### src/rtl/ppu_fifo.sv
// ----------------------------------------------------------------------------
// ppu_fifo
// two-entry queue with push/full and pop/empty sides
// ----------------------------------------------------------------------------
`default_nettype none

module ppu_fifo #(
    parameter int WIDTH = 8
) (
    input  wire logic             i_clk,
    input  wire logic             i_rst_n,
    input  wire logic             i_push,
    output logic                  o_full,
    input  wire logic [WIDTH-1:0] i_data,
    output logic                  o_empty,
    input  wire logic             i_pop,
    output logic [WIDTH-1:0]      o_data
);

    logic [WIDTH-1:0] r_mem [2];
    logic             r_wptr;
    logic             r_rptr;
    logic [1:0]       r_cnt;
    logic             wr;
    logic             rd;

    assign o_full  = (r_cnt == 2'd2);
    assign o_empty = (r_cnt == 2'd0);
    assign o_data  = r_mem[r_rptr];
    assign wr      = i_push && !o_full;
    assign rd      = i_pop && !o_empty;

    always_ff @(posedge i_clk) begin
        if (!i_rst_n) begin
            r_wptr <= 1'b0;
            r_rptr <= 1'b0;
            r_cnt  <= 2'd0;
        end else begin
            if (wr) begin
                r_wptr <= !r_wptr;
            end
            if (rd) begin
                r_rptr <= !r_rptr;
            end
            if (wr && !rd) begin
                r_cnt <= r_cnt + 2'd1;
            end else if (rd && !wr) begin
                r_cnt <= r_cnt - 2'd1;
            end
        end
    end

    always_ff @(posedge i_clk) begin
        if (wr) begin
            r_mem[r_wptr] <= i_data;
        end
    end

endmodule

`default_nettype wire

### config.mk
export PLATFORM = sky130hd
export DESIGN_NAME = ppu_fifo
export DESIGN_NICKNAME = d
export VERILOG_FILES = /design/src/rtl/ppu_fifo.sv
export SDC_FILE = /design/constraint.sdc
export NUM_CORES = 1
export LEC_CHECK = 0
export BUFFER_PORTS_ARGS = -buffer_cell sky130_fd_sc_hd__buf_2
export CELL_PAD_IN_SITES_DETAIL_PLACEMENT = 1
export CELL_PAD_IN_SITES_GLOBAL_PLACEMENT = 2
export CORE_AREA = 2 2 51 53
export CTS_CLUSTER_SIZE = 24
export DETAILED_ROUTE_END_ITERATION = 8
export DIE_AREA = 0 0 53 55
export PLACE_DENSITY_LB_ADDON = 0.1
export SLEW_MARGIN = 5
export SYNTH_ARGS = -nofsm -noshare
export SYNTH_HDL_FRONTEND = slang
export SYNTH_SLANG_ARGS = --single-unit
### constraint.sdc
create_clock -name i_clk -period 2.92 [get_ports i_clk]
set_input_delay 0.292 -clock i_clk [delete_from_list [all_inputs] [get_ports i_clk]]
set_output_delay 0.292 -clock i_clk [all_outputs]
set_load 0.03 [all_outputs]
==> flow_summary.json <==
{
  "vias": 467,
  "required_ns": 2.63,
  "placedInstanceArea_um2": 941,
  "crit_chain": "mux2_2 -> buf_2",
  "synth.avg_cell_area_um2": 15.8,
  "syn2layout_area_growth_pct": 20.4,
  "final_common_cell": "buf_2",
  "finalHoldViolCount": 0,
  "slowest_delay_ns": 0.56,
  "drt_wl_total_mm": 1.30,
  "area.sequential_um2": 581,
  "rsz0062_at_grt": "false",
  "min_period_ns": 1.70,
  "internal_power_w": 0.000553,
  "clk_pin_slew_ns": 0.11,
  "critPathCaptureType": "output pin",
  "multi_input_area_um2": 206,
  "yosysUniqueCellTypes": 16,
  "drive_gt1_share_pct": 44.0,
  "critPathArrivalTime_ns": 1.40,
  "ys_warn_count": 0,
  "io_pins": 22,
  "grt.total_usage_pct": 9.80,
  "cts_tree": "yes",
  "combPwrFrac_pct": 36.2,
  "skew_ns": 0.000987,
  "switching_share_pct": 36.6,
  "place_inst": 101,
  "cts_sinks": 21,
  "drtPass1Iterations": 4,
  "holdWs_ns": 0.182,
  "fill_cells": 266,
  "antennaDiodeCount": 0,
  "setup_slack_ns": 1.22,
  "critPathKind": "reg -> out",
  "powerDensity_nw_per_um2": 901,
  "cap_violations": 0,
  "grt_start_max_net_pins": 12,
  "cts-root-buf": "clkbuf_4",
  "cts_buffers": 3,
  "crit_slowest_cell": "dfxtp_1",
  "post_cts_resize_count": 0,
  "status": "finished, final reports clean",
  "crit_family": "flip-flops",
  "num-nets-final": 89,
  "portBuffers": 21,
  "overflow": 0,
  "synth_seq_cells": 21,
  "rows": 18,
  "ir_worst_vdd_mv": 0.402,
  "p_seq_share_pct": 48.5,
  "final_cell_mix": "buf_2, edfxtp_1, mux2_2",
  "stdcell_count": 105,
  "antenna_found_initial": 0,
  "fp.dieW_um": 53,
  "hp-class": "in -> reg",
  "fp.dieH_um": 55,
  "fin_tns_setup_ns": 0,
  "dp_hpwl_um": 946,
  "vias_per_cell": 4.45,
  "start_util_pct": 34.0,
  "grt_pass1_vias": 425,
  "drc_errors": 0,
  "insertion_delay_ns": 0.29,
  "htreeDepth": 1,
  "setup_viol_count_final": 0,
  "postRouteAntennaNets": 0,
  "gp_congestion": 0.640,
  "synthCells": 51,
  "drtIter0Drc": 5,
  "worstPathMaxFanout": 8,
  "slew_viol_final": 0,
  "p_leak_nw": 0.388,
  "p_sw_w": 0.000319,
  "dieArea_um2": 2920,
  "post-place-ws_ns": 1.32,
  "fmax_ghz": 0.590,
  "final_area_um2": 967,
  "max_slew.worst_pin.slew_ns": 0.717,
  "ys_seq_area_share_pct": 72.3,
  "syn_area_um2": 803,
  "timing.final.crit_share_pct": 58.1,
  "cts_setup_buffers": 0,
  "relSlewSlack_pct": 51.9,
  "grt_pass1_wl_mm": 1.99,
  "worst-path-buf-inv": 1,
  "syn-num-nets": 64,
  "routedWlPerCell_um": 12.4,
  "cts_hold_buffers": 0,
  "core-area_um2": 2360,
  "critPathLaunchType": "register",
  "power_frac_clock_pct": 15.3,
  "clk_path_buf_depth": 2
}
==> worst reg2reg max path, cell delays in order (launching register included) <==
cell,delay (ns)
dfxtp_1,0.43
nand2b_1,0.17
inv_1,0.08
nor2_1,0.10
ha_1,0.27
or3_1,0.38
a21oi_1,0.14
==> stage by stage <==
stage | total power, W | utilization (%)
after global routing | 0.000917 | 40.9
after CTS | 0.000884 | 40.9
final | 0.000871 | 40.9
after global placement | 0.000749 | 39.8
after floorplan | 0.000665 | -
after detailed placement | 0.000750 | 39.8
==> path summary, 6_finish.rpt <==
kind	to	slack, ns	start	depth (start not counted)
max	o_data[3]	1.22	register	2
min	r_mem[1][5]	0.18	i_data[5]	1
max reg2reg	r_cnt[1]	1.31	r_cnt[0]	6
min reg2reg	register	0.53	r_rptr	2
==> layer usage <==
metal / vias to the layer above / global-route usage (%) / wire length, µm
met2: 13 / 16.7 / 658
met1: 225 / 11.5 / 545
li1: 229 / - / -
met5: - / 0 / 0
met3: 0 / 3.23 / 93
met4: 0 / 3.85 / 0
==> state kept, by name, summed over array words and instances (netlist names), named ones only <==
name and cells:
r_wptr 1, r_rptr 1, r_mem 16, r_cnt 2
==> cells in the mapped netlist (all sizes together) <==
master | instances | area [µm²]
a21boi | 1 | 7.51
xor2 | 3 | 26.3
inv | 3 | 11.3
and3 | 1 | 6.26
a21oi | 1 | 5.00
o21ai | 2 | 10.0
mux2 | 8 | 90.1
or3 | 1 | 6.26
dfxtp | 5 | 100
nand2b | 1 | 6.26
buf | 1 | 5.00
o21a | 1 | 7.51
ha | 1 | 12.5
nor3 | 1 | 10.0
nor2 | 5 | 18.8
edfxtp | 16 | 480
==> logic make-up after synthesis <==
| family | share of synthesized area [%] |
|---|---|
| compound gates | 3.74 |
| mux | 11.2 |
| xor+xnor | 3.27 |
| buf+inv | 2.02 |
| fa+ha+maj | 1.56 |
| simple gates | 5.92 |
| flops | 72.3 |
==> power by group through the flow <==
stage	sequential [W]	clock (W)	combinational (W)
2_1_floorplan	0.000407	0	0.000258
3_3_place_gp	0.000430	0	0.000319
3_5_place_dp	0.000430	0	0.000319
4_1_cts	0.000425	0.000138	0.000321
5_1_grt	0.000430	0.000146	0.000342
6_report	0.000423	0.000134	0.000315
==> layout make-up <==
cell class	instances	share of cell area [%]
flip-flops and latches	21	60.0
multi-input cells	26	21.3
inverters	3	1.16
repair buffers	21	10.9
clock buffers	4	2.72
well taps	30	3.88
Note: power is estimated with default switching activity, not from simulation.
