`config.mk`:
```
export PLATFORM = sky130hd
export DESIGN_NAME = ppu_front
export DESIGN_NICKNAME = d
export VERILOG_FILES = /design/src/rtl/ppu_pkg.sv /design/src/rtl/ppu_fifo.sv /design/src/rtl/ppu_front.sv
export SDC_FILE = /design/constraint.sdc
export NUM_CORES = 1
export LEC_CHECK = 0
export BUFFER_PORTS_ARGS = -buffer_cell sky130_fd_sc_hd__buf_2
export CAP_MARGIN = 20
export CORE_AREA = 2 2 313 315
export CTS_CLUSTER_SIZE = 16
export DETAILED_ROUTE_END_ITERATION = 10
export DIE_AREA = 0 0 315 317
export RECOVER_POWER = 25
export SETUP_SLACK_MARGIN = 0.3
export SYNTH_ARGS = -nofsm -noshare
export SYNTH_HDL_FRONTEND = slang
export SYNTH_SLANG_ARGS = --single-unit
```
`constraint.sdc`:
```
create_clock -name i_clk -period 40.1 [get_ports i_clk]
set_clock_uncertainty 0.05 [all_clocks]
set_input_delay 2.005 -clock i_clk [delete_from_list [all_inputs] [get_ports i_clk]]
set_output_delay 2.005 -clock i_clk [all_outputs]
set_load 0.02 [all_outputs]
```
`src/rtl/ppu_pkg.sv`:
```
// ----------------------------------------------------------------------------
// ppu_pkg
// shared types, constants and saturation helpers for the particle pool update
// ----------------------------------------------------------------------------
`default_nettype none

package ppu_pkg;

    // opcode values
    localparam logic OP_EMIT = 1'b0;
    localparam logic OP_TICK = 1'b1;

    localparam int LANE_W = 16;
    localparam int E_W    = 17;   // elapsed time, unsigned Q5.12
    localparam int F_W    = 33;   // life fraction, unsigned Q.16, may exceed 1.0
    localparam int MA_W   = 20;   // signed multiplier operand
    localparam int MB_W   = 17;   // unsigned multiplier operand
    localparam int PROD_W = 38;
    localparam int ACC_W  = 54;
    localparam int VEL_W  = 36;
    localparam int FIN_W  = 44;

    // datapath step numbers within one slot
    localparam logic [3:0] STEP_SIZE0  = 4'd3;
    localparam logic [3:0] STEP_COLOR0 = 4'd5;
    localparam logic [3:0] STEP_ROT    = 4'd9;
    localparam logic [3:0] STEP_POS0   = 4'd10;
    localparam logic [3:0] STEP_LAST   = 4'd12;

    typedef struct packed {
        logic [47:0] position;
        logic [47:0] vel_begin;
        logic [47:0] vel_end;
        logic [63:0] color_begin;
        logic [63:0] color_end;
        logic [31:0] size_begin;
        logic [31:0] size_end;
        logic [31:0] rotation_pair;
        logic [15:0] lifetime;
    } t_rec;

    typedef struct packed {
        logic        is_tick;
        logic [15:0] dt;
        t_rec        rec;
    } t_cmd;

    typedef struct packed {
        logic [47:0] position;
        logic [31:0] size;
        logic [63:0] color;
        logic [15:0] rotation;
    } t_res;

    typedef struct packed {
        t_res res;
        logic last;
    } t_out;

    function automatic logic [15:0] sat_s16(input logic signed [FIN_W-1:0] v);
        logic [15:0] r;
        if (v > FIN_W'(32767)) begin
            r = 16'h7fff;
        end else if (v < -FIN_W'(32768)) begin
            r = 16'h8000;
        end else begin
            r = v[15:0];
        end
        return r;
    endfunction

    function automatic logic [15:0] sat_u16(input logic signed [FIN_W-1:0] v);
        logic [15:0] r;
        if (v > FIN_W'(65535)) begin
            r = 16'hffff;
        end else if (v < FIN_W'(0)) begin
            r = 16'h0000;
        end else begin
            r = v[15:0];
        end
        return r;
    endfunction

endpackage

`default_nettype wire

```
`src/rtl/ppu_fifo.sv`:
```
// ----------------------------------------------------------------------------
// ppu_fifo
// two-entry queue with push/full and pop/empty sides
// ----------------------------------------------------------------------------
`default_nettype none

module ppu_fifo #(
    parameter int WIDTH = 8
) (
    input  wire logic             i_clk,
    input  wire logic             i_rst_n,
    input  wire logic             i_push,
    output logic                  o_full,
    input  wire logic [WIDTH-1:0] i_data,
    output logic                  o_empty,
    input  wire logic             i_pop,
    output logic [WIDTH-1:0]      o_data
);

    logic [WIDTH-1:0] r_mem [2];
    logic             r_wptr;
    logic             r_rptr;
    logic [1:0]       r_cnt;
    logic             wr;
    logic             rd;

    assign o_full  = (r_cnt == 2'd2);
    assign o_empty = (r_cnt == 2'd0);
    assign o_data  = r_mem[r_rptr];
    assign wr      = i_push && !o_full;
    assign rd      = i_pop && !o_empty;

    always_ff @(posedge i_clk) begin
        if (!i_rst_n) begin
            r_wptr <= 1'b0;
            r_rptr <= 1'b0;
            r_cnt  <= 2'd0;
        end else begin
            if (wr) begin
                r_wptr <= !r_wptr;
            end
            if (rd) begin
                r_rptr <= !r_rptr;
            end
            if (wr && !rd) begin
                r_cnt <= r_cnt + 2'd1;
            end else if (rd && !wr) begin
                r_cnt <= r_cnt - 2'd1;
            end
        end
    end

    always_ff @(posedge i_clk) begin
        if (wr) begin
            r_mem[r_wptr] <= i_data;
        end
    end

endmodule

`default_nettype wire

```
`src/rtl/ppu_front.sv`:
```
// ----------------------------------------------------------------------------
// ppu_front
// accepts items, classifies emit or tick and queues them for the back end
// ----------------------------------------------------------------------------
`default_nettype none

module ppu_front (
    input  wire logic          i_clk,
    input  wire logic          i_rst_n,
    input  wire logic          push,
    output logic               full,
    input  wire logic          i_opcode,
    input  wire logic [15:0]   i_delta_time,
    input  wire logic [47:0]   i_start_position,
    input  wire logic [47:0]   i_begin_velocity,
    input  wire logic [47:0]   i_end_velocity,
    input  wire logic [63:0]   i_begin_color,
    input  wire logic [63:0]   i_end_color,
    input  wire logic [31:0]   i_begin_size,
    input  wire logic [31:0]   i_end_size,
    input  wire logic [15:0]   i_begin_rotation,
    input  wire logic [15:0]   i_end_rotation,
    input  wire logic [15:0]   i_life_time,
    output logic               o_cmd_empty,
    input  wire logic          i_cmd_pop,
    output ppu_pkg::t_cmd      o_cmd
);

    ppu_pkg::t_cmd cmd_in;
    logic [$bits(ppu_pkg::t_cmd)-1:0] cmd_q;

    always_comb begin
        cmd_in.is_tick            = (i_opcode != ppu_pkg::OP_EMIT);
        cmd_in.dt                 = i_delta_time;
        cmd_in.rec.position       = i_start_position;
        cmd_in.rec.vel_begin      = i_begin_velocity;
        cmd_in.rec.vel_end        = i_end_velocity;
        cmd_in.rec.color_begin    = i_begin_color;
        cmd_in.rec.color_end      = i_end_color;
        cmd_in.rec.size_begin     = i_begin_size;
        cmd_in.rec.size_end       = i_end_size;
        cmd_in.rec.rotation_pair  = {i_end_rotation, i_begin_rotation};
        cmd_in.rec.lifetime       = i_life_time;
    end

    ppu_fifo #(
        .WIDTH ($bits(ppu_pkg::t_cmd))
    ) u_cmd_q (
        .i_clk   (i_clk),
        .i_rst_n (i_rst_n),
        .i_push  (push),
        .o_full  (full),
        .i_data  (cmd_in),
        .o_empty (o_cmd_empty),
        .i_pop   (i_cmd_pop),
        .o_data  (cmd_q)
    );

    assign o_cmd = ppu_pkg::t_cmd'(cmd_q);

endmodule

`default_nettype wire

```
==> flow_summary.toml <==
[status]
status = "complete, no violations"

[clock_tree]
cts-hold-fix-buffers = 0
htree_levels = 3
clk_pin_slew_ps = 60
cts_tree = "done"
cts_made_buffers = 87
cts_sinks = 807
clock_latency_ps = 640
cts_setup_buffers = 0
clock-root-buffer = "clkbuf_16"
cts-resized-gates = 0
cts_buffer_depth = 3

[finish]
design_area_sq_um = 37700
area_growth_pct = 27.1
post-route-util_pct = 39.2
seqCellArea_sq_um = 24200
fill_cells = 8860
final_cells = 3498
drive_gt1_share_pct = 55.8
multi_input_area_sq_um = 4990
fin_nets = 2541

[floorplan]
num_io_pins = 808
start_util_pct = 30.8
die_w_um = 315
fp-row-count = 114
dieArea_sq_um = 99900
die_h_um = 317
core_sq_um = 96300

[pwr]
p_per_area_nw_per_um2 = 68.0
p_leak_nw = 13.7
ir_worst_vdd_mv = 0.0471

[synthesis]
synth.top_cells.by_area = "edfxtp_1 81%, mux2_2 11%, mux2_4 4.6%"
ys_seq_area_share_pct = 81.5
yosys.area.top_type_share_pct = 81.2
yosysWarnings = 0
yosysMostFrequentCell = "edfxtp_1"
synth-seq-cells = 807
synth.distinct_cells = 21
yosys-top-cells-count = "802 x edfxtp_1, 291 x mux2_2, 90 x mux2_4"
yosysTopAreaCell = "edfxtp_1"
synthFlopType = "edfxtp_1"
async_flop_share_pct = 0
netlist_instances = 1273
syn-num-nets = 1679
synth_edf_count = 802
syn_area_sq_um = 29700
avgSynthCellArea_sq_um = 23.3

[global_route]
track_usage_pct = 13.1
grt_pass1_wl_um = 97600
antenna_found_initial = 20
grt_pass1_vias = 15800
gr-total-overflow = 0
grt_max_degree = 168

[timing]
worstMarginPinSlew_ps = 1450
fin_ws_ps = 34020
finalMaxSlewViolations = 0
rsz0062_at_grt = "no"
hold_viol = 0
period_minus_slack_ps = 6080
fin_crit_sh_pct = 15.2
fmax_mhz = 164
relSlewSlack_pct = 3.20
setup_violations = 0
setup_tns_ps = 0

[setup_path]
critPathKind = "reg -> out"
critPathLaunchType = "register"
crit_required_ps = 38040
rr_startpoint = "u_cmd_q.r_cnt[0]"
rr_endpoint = "u_cmd_q.r_mem[0][160]"
reg2reg_setup_slack_ps = 36320
ff2ff_path_depth = 5
end_kind = "primary output"
cp_max_fo = 79
cp-endpoint = "o_cmd[180]"
arrival_ps = 4020

[run]
max_cap_viol_count = 0

[place]
dp_hpwl_um = 49100
gp_congestion = 0.811
placed_cells = 3322
port_buffers = 807
postPlaceCellArea_sq_um = 35000
pre_cts_slack_ps = 34660

[drt]
drt-total-wl_um = 70000
num_vias = 15100
via_per_inst = 4.33
wire_per_inst_um = 20.0
drcViolationCount = 0
drt_first_pass_iters = 4
drtIter0Drc = 958
antenna_left = 0

[min_path]
min_path_type = "reg -> reg"
holdPathStages = 2
-- how the worst min path moves through the flow --
stage	start	endpoint	slack, ps
global placement	u_cmd_q.r_cnt[1]	u_cmd_q.r_cnt[1]	450
floorplan	u_cmd_q.r_cnt[1]	u_cmd_q.r_cnt[1]	440
finish	u_cmd_q.r_cnt[1]	u_cmd_q.r_cnt[1]	530
global route	u_cmd_q.r_rptr	register	560
CTS	u_cmd_q.r_cnt[1]	u_cmd_q.r_cnt[1]	530
detailed placement	u_cmd_q.r_cnt[1]	u_cmd_q.r_cnt[1]	510
-- worst max-delay path, cell delays in order, from the launching register on --
cell and delay (ps):
dfxtp_4 870, buf_4 740, buf_4 950, mux2_2 470, buf_2 170
-- routing by layer --
metal	GRT usage (%)	wire [um]
met5	0	54
met4	6.67	2340
met3	4.16	5160
met2	22.9	36900
met1	14.3	25500
-- state kept, by name, summed over array words and instances, names as in the netlist, named ones only --
| signal | flops |
|---|---|
| u_cmd_q.r_cnt | 2 |
| u_cmd_q.r_rptr | 1 |
| u_cmd_q.r_wptr | 1 |
| u_cmd_q.r_mem | 802 |
-- cell usage in the layout, fill, tap and decap left out, types with 3 or more instances in the layout --
master	count
clkbuf_1	114
edfxtp_1	802
buf_2	707
diode_2	14
mux2_4	90
and2_1	3
bufinv_16	7
buf_12	4
clkinv_2	17
dfxtp_1	4
mux2_2	291
clkinv_1	16
clkbuf_16	91
clkinv_4	4
inv_6	4
buf_4	7
mux2_1	20
-- kinds of logic (layout without fill, tap and decap cells) --
logic type                 Yosys count  after routing  share of synthesized area, %
xor gates and xnor gates             3              3                        0.0886
other                                0             14                             0
AOI/OAI and AO/OA                    5              5                         0.110
buffers and inverters               47            982                          1.69
and+or+nand+nor                      9              9                         0.186
DFF                                807            807                          81.5
adders and majority gates            1              1                        0.0422
muxes                              401            401                          16.4
-- power breakdown --
| part | internal [mW] | switching (mW) |
|---|---|---|
| Combinational | 0.264 | 0.421 |
| Clock | 0.465 | 0.320 |
| Sequential | 1.06 | 0.0319 |
| Total | 1.79 | 0.773 |
-- layout make-up --
cell class | count | area share (%)
timing repair buffer | 818 | 10.7
tap | 1276 | 4.23
antenna | 14 | 0.0929
inverter | 2 | 0.0199
clock inverter | 53 | 1.28
sequential | 807 | 64.1
multi-input combinational | 419 | 13.2
clock buffer | 109 | 6.27
-- stage by stage --
stage	total power, mW	hold WS [ps]
after floorplan	1.65	441
after global placement	1.79	451
after detailed placement	1.81	514
after CTS	2.60	528
after global routing	2.67	560
final	2.56	525
Power figures use the tool's default switching activity.
